`src/sv/dsrm_pkg.sv`:
```
// ----------------------------------------------------------------------------
// dsrm_pkg
// Shared constants, command codes and controller/datapath interface types
// for the disjoint-set ring merge unit.
// ----------------------------------------------------------------------------
`default_nettype none

package dsrm_pkg;

  localparam int MaxNodes = 1024;
  localparam int NodeW    = $clog2(MaxNodes);
  localparam int CountW   = NodeW + 1;
  localparam int InDataW  = ((2 * NodeW + 7) / 8) * 8;
  localparam int OutDataW = ((NodeW + CountW + 7) / 8) * 8;
  localparam int UserW    = 2;
  localparam int ApbAddrW = 3;
  localparam int ApbDataW = 32;
  localparam int OpW      = 4;

  // Register offsets (word index taken from paddr[2])
  localparam logic REG_NUM_NODES = 1'b0;

  // Sequencer step codes; the controller state carries these directly
  localparam logic [OpW-1:0] OP_IDLE   = 4'd0;
  localparam logic [OpW-1:0] OP_CLR    = 4'd1;
  localparam logic [OpW-1:0] OP_CHECK  = 4'd2;
  localparam logic [OpW-1:0] OP_RLB    = 4'd3;
  localparam logic [OpW-1:0] OP_RC1    = 4'd4;
  localparam logic [OpW-1:0] OP_RC2    = 4'd5;
  localparam logic [OpW-1:0] OP_CMP    = 4'd6;
  localparam logic [OpW-1:0] OP_WRD    = 4'd7;
  localparam logic [OpW-1:0] OP_WCHK   = 4'd8;
  localparam logic [OpW-1:0] OP_SP1    = 4'd9;
  localparam logic [OpW-1:0] OP_SP2    = 4'd10;
  localparam logic [OpW-1:0] OP_SP3    = 4'd11;
  localparam logic [OpW-1:0] OP_SP4    = 4'd12;
  localparam logic [OpW-1:0] OP_RERR   = 4'd13;
  localparam logic [OpW-1:0] OP_RSAME  = 4'd14;
  localparam logic [OpW-1:0] OP_RMERGE = 4'd15;

  typedef struct packed {
    logic [OpW-1:0] op;
    logic           take_in;
    logic           load_out;
  } cmd_t;

  typedef struct packed {
    logic clr_last;
    logic bad;
    logic same;
    logic walk_go;
    logic out_free;
  } sts_t;

endpackage

`default_nettype wire

```
`src/sv/dsrm_ctrl.sv`:
```
// ----------------------------------------------------------------------------
// dsrm_ctrl
// Sequencer for the merge unit: clearing pass, lookup, ring walk, splice
// and result hand-off.
// ----------------------------------------------------------------------------
`default_nettype none

module dsrm_ctrl (
  input  wire logic          clk,
  input  wire logic          rst,
  input  wire logic          in_valid,
  output logic               in_ready,
  input  wire dsrm_pkg::sts_t sts,
  output dsrm_pkg::cmd_t     cmd
);

  logic [dsrm_pkg::OpW-1:0] state;
  logic [dsrm_pkg::OpW-1:0] state_next;
  logic                     in_result;

  assign in_ready  = (state == dsrm_pkg::OP_IDLE);
  assign in_result = (state == dsrm_pkg::OP_RERR) || (state == dsrm_pkg::OP_RSAME) ||
                     (state == dsrm_pkg::OP_RMERGE);

  assign cmd.op       = state;
  assign cmd.take_in  = in_ready && in_valid;
  assign cmd.load_out = in_result && sts.out_free;

  always_comb begin
    state_next = state;
    case (state)
      dsrm_pkg::OP_CLR: begin
        if (sts.clr_last) state_next = dsrm_pkg::OP_IDLE;
      end
      dsrm_pkg::OP_IDLE: begin
        if (in_valid) state_next = dsrm_pkg::OP_CHECK;
      end
      dsrm_pkg::OP_CHECK: begin
        state_next = sts.bad ? dsrm_pkg::OP_RERR : dsrm_pkg::OP_RLB;
      end
      dsrm_pkg::OP_RLB:  state_next = dsrm_pkg::OP_RC1;
      dsrm_pkg::OP_RC1:  state_next = dsrm_pkg::OP_RC2;
      dsrm_pkg::OP_RC2: begin
        state_next = sts.same ? dsrm_pkg::OP_RSAME : dsrm_pkg::OP_CMP;
      end
      dsrm_pkg::OP_CMP:  state_next = dsrm_pkg::OP_WRD;
      dsrm_pkg::OP_WRD:  state_next = dsrm_pkg::OP_WCHK;
      dsrm_pkg::OP_WCHK: begin
        // keep walking while the member still carries the absorbed label and the step count is below the table size
        state_next = sts.walk_go ? dsrm_pkg::OP_WRD : dsrm_pkg::OP_SP1;
      end
      dsrm_pkg::OP_SP1:  state_next = dsrm_pkg::OP_SP2;
      dsrm_pkg::OP_SP2:  state_next = dsrm_pkg::OP_SP3;
      dsrm_pkg::OP_SP3:  state_next = dsrm_pkg::OP_SP4;
      dsrm_pkg::OP_SP4:  state_next = dsrm_pkg::OP_RMERGE;
      dsrm_pkg::OP_RERR, dsrm_pkg::OP_RSAME, dsrm_pkg::OP_RMERGE: begin
        if (sts.out_free) state_next = dsrm_pkg::OP_IDLE;
      end
      default: state_next = dsrm_pkg::OP_IDLE;
    endcase
  end

  always_ff @(posedge clk) begin
    if (rst) begin
      state <= dsrm_pkg::OP_CLR;
    end else begin
      state <= state_next;
    end
  end

endmodule

`default_nettype wire

```
`config.mk`:
```
export PLATFORM = sky130hd
export DESIGN_NAME = dsrm_ctrl
export DESIGN_NICKNAME = d
export VERILOG_FILES = /design/src/sv/dsrm_pkg.sv /design/src/sv/dsrm_ctrl.sv
export SDC_FILE = /design/constraint.sdc
export NUM_CORES = 1
export LEC_CHECK = 0
export CELL_PAD_IN_SITES_DETAIL_PLACEMENT = 0
export CELL_PAD_IN_SITES_GLOBAL_PLACEMENT = 1
export CORE_AREA = 4 4 41 43
export CTS_CLUSTER_SIZE = 24
export DETAILED_ROUTE_END_ITERATION = 6
export DIE_AREA = 0 0 45 47
export DONT_BUFFER_PORTS = 1
export GPL_ROUTABILITY_DRIVEN = 0
export HOLD_SLACK_MARGIN = 0.02
export PLACE_DENSITY_LB_ADDON = 0.1
export SLEW_MARGIN = 20
export SYNTH_ARGS = -nofsm -noshare
export SYNTH_HDL_FRONTEND = slang
export SYNTH_SLANG_ARGS = --single-unit
```
`constraint.sdc`:
```
create_clock -name clk -period 1.95 [get_ports clk]
set_input_delay 0.0975 -clock clk [delete_from_list [all_inputs] [get_ports clk]]
set_output_delay 0.0975 -clock clk [all_outputs]
set_load 0.02 [all_outputs]
```
==> metrics.cfg <==
[outcome]
outcome=finished clean

[yosys]
synth_top_area_share_pct=20.4
synth_cells=54
yosys.area_share.adder_pct=0
synth_compound_area_share_pct=28.4
synthesis.nets=62
yosysTopAreaCell=dfxtp_1
synth-seq-cells=4
seq_area_frac_synth_pct=20.4
yosys_warnings=0
muxShareOfSynthArea_pct=2.88
synth.avg_cell_area_sq_um=7.25
synth_area_sq_um=392
synth.area.top_cells=dfxtp_1, a21oi_1, buf_2
synthSimpleGateAreaFrac_pct=32.9
synth_xor_area_share_pct=4.47
ys_types=28
synth_top_family_by_area=simple AND/OR/NAND/NOR gates

[final_layout]
largest_register_ffs=4
top_regs=state: 4 flops
finalNonFillerCells=72
area_delta_synth_final_pct=12.8
top_register=state
drive_gt1_share_pct=19.3
finalNetCount=67
n_antenna_cell=0

[timing]
final.setup.tns_ns=0
fin_crit_ns=1.62
clock.fmax_mhz=616
hold_viol_final=0
setup_viol=0
tightest_slew_ns=0.638
slew_violations=0
relSlewSlack_pct=57.4
rsz0062_at_grt=false
fin_crit_sh_pct=83.3
fin_skew_ns=0.00510

[drt]
drtPass1Iterations=4
antenna_left=0
initialDrtViolationCount=19
drt-total-wl_mm=1.01
drc=0
vias=392
via_per_inst=5.44
wl_per_cell_microns=14.0

[cts]
root_buffer=clkbuf_4
cts_tree=built
cts_num_sinks=4
path_clk_slew_ns=0.04
htreeDepth=1
ctsLongestPathBuffers=2
cts_resized=0
numCtsBuffers=3
clock_latency_ns=0.24

[global_routing]
grt_pass1_wl_mm=1.55
grt-ovfl-total=0
grt_max_degree=16
antenna_found_initial=0
grt_pass1_vias=357
grt_usage_pct=10.0

[setup_path]
cp-start-kind=register
cp-end-kind=primary output
path_buf_inv=0
path_class=reg2out
path_cells=nor4_1 > and2_1
critical_path.top_delay_family=simple AND/OR/NAND/NOR gates
required_ns=1.85
crit_path_max_incr_delay_ns=0.50
arrival_ns=1.53
cp_max_fo=13
critPathSlowestCell=dfxtp_1

[floorplanning]
die_x_microns=45
initial_core_util_pct=30.1
pin_count=15
coreArea_sq_mm=0.00130
dieArea_sq_mm=0.00212
placement_rows=13
die_h_microns=47

[placement]
post-dp-hpwl_microns=758
place_inst=68
portBuffers=0

[power]
leakage_nw=0.180
ir_drop_uv=517
p_per_area_mw_per_mm2=1640

[min_path]
hp-class=in2reg

[flow_run]
max_cap_violations=0

tightest hold or removal path, stage by stage:
cell and delay, ns:
nor2b_1 0.02, o2111ai_1 0.08, o41ai_1 0.07
cells by family after synthesis:
group	Yosys count
compound gates	15
xor+xnor	2
buf+inv	8
flops	4
mux	1
simple gates	24
Yosys cell counts:
master and instances:
and2_1 1, buf_6 1, xor2_1 2, nor2_1 4
o2bb2ai_1 2, nor4_1 1, o41ai_1 1, nand3_1 3
a21boi_0 1, a211o_1 1, dfxtp_1 4, nor2_2 1
nor3_1 3, o2111ai_1 1, inv_1 3, o31ai_1 1
nor2b_1 1, a21o_1 1, mux2_2 1, nand2b_1 3
buf_2 4, nand3_2 1, a311oi_1 1, or3_4 1
nand2_1 5, a21oi_1 4, o22ai_1 1, a222oi_1 1
through the flow:
stage               instance area (sq um)  power (mW)  worst slack, ns  hold WS, ns  utilization [%]
finish                                442       0.726            0.326       0.0777             33.9
global route                          442       0.786            0.175        0.101             33.9
CTS                                   442       0.727            0.320       0.0880             33.9
detailed placement                    409       0.619            0.419        0.173             31.4
global placement                      409       0.616            0.445        0.173             31.4
floorplan                             392       0.546            0.141        0.170                -
report_power, final:
part / total (mW) / internal, mW / switching, mW
Clock: 0.104 / 0.0690 / 0.0353
Combinational: 0.375 / 0.189 / 0.186
Sequential: 0.247 / 0.115 / 0.132
placed cells by master, fill, tap and decap left out, types with 2 or more instances in the layout:
cell / instances
inv_1: 3
buf_4: 4
dfxtp_1: 4
clkbuf_4: 3
nand2_1: 5
nor3_1: 3
xor2_1: 2
nor2_1: 4
nand2b_1: 3
a21oi_1: 4
o2bb2ai_1: 2
nand3_1: 3
cell type report:
| type | instances | area, sq um |
|---|---|---|
| fillers | 139 | 860 |
| multi-input cells | 42 | 269 |
| flip-flops and latches | 4 | 80.1 |
| repair buffers | 5 | 40.0 |
| clock buffers | 3 | 22.5 |
| well taps | 15 | 18.8 |
| inverters | 3 | 11.3 |
metal layers:
layer  routed length (microns)  global-route usage, %  vias up  part of all wire (%)
met3                        75                   3.45        0                   7.4
met4                         0                   5.26        0                     0
met1                       464                   11.8      172                    46
met5                         0                      0        -                     0
met2                       468                   16.1       17                    46
li1                          -                      -      203                     -
what timing repair did:
action,in CTS,in global routing
hold buffers,1,0
endpoints found under the hold margin,4,0
buffers inserted,0,0
path summary, 6_finish.rpt:
kind	startpoint	endpoint	slack, ns	cells past startpoint
worst max-delay path	state[3]$_SDFFE_PP0P_	cmd[1]	0.33	2
worst min-delay path	rst	state[1]$_SDFFE_PP0P_	0.08	3
worst max register to register	state[3]$_SDFFE_PP0P_	state[1]$_SDFFE_PP0P_	0.43	5
worst min register to register	state[1]$_SDFFE_PP0P_	state[1]$_SDFFE_PP0P_	0.77	1
(Power assumes the default switching activity.)
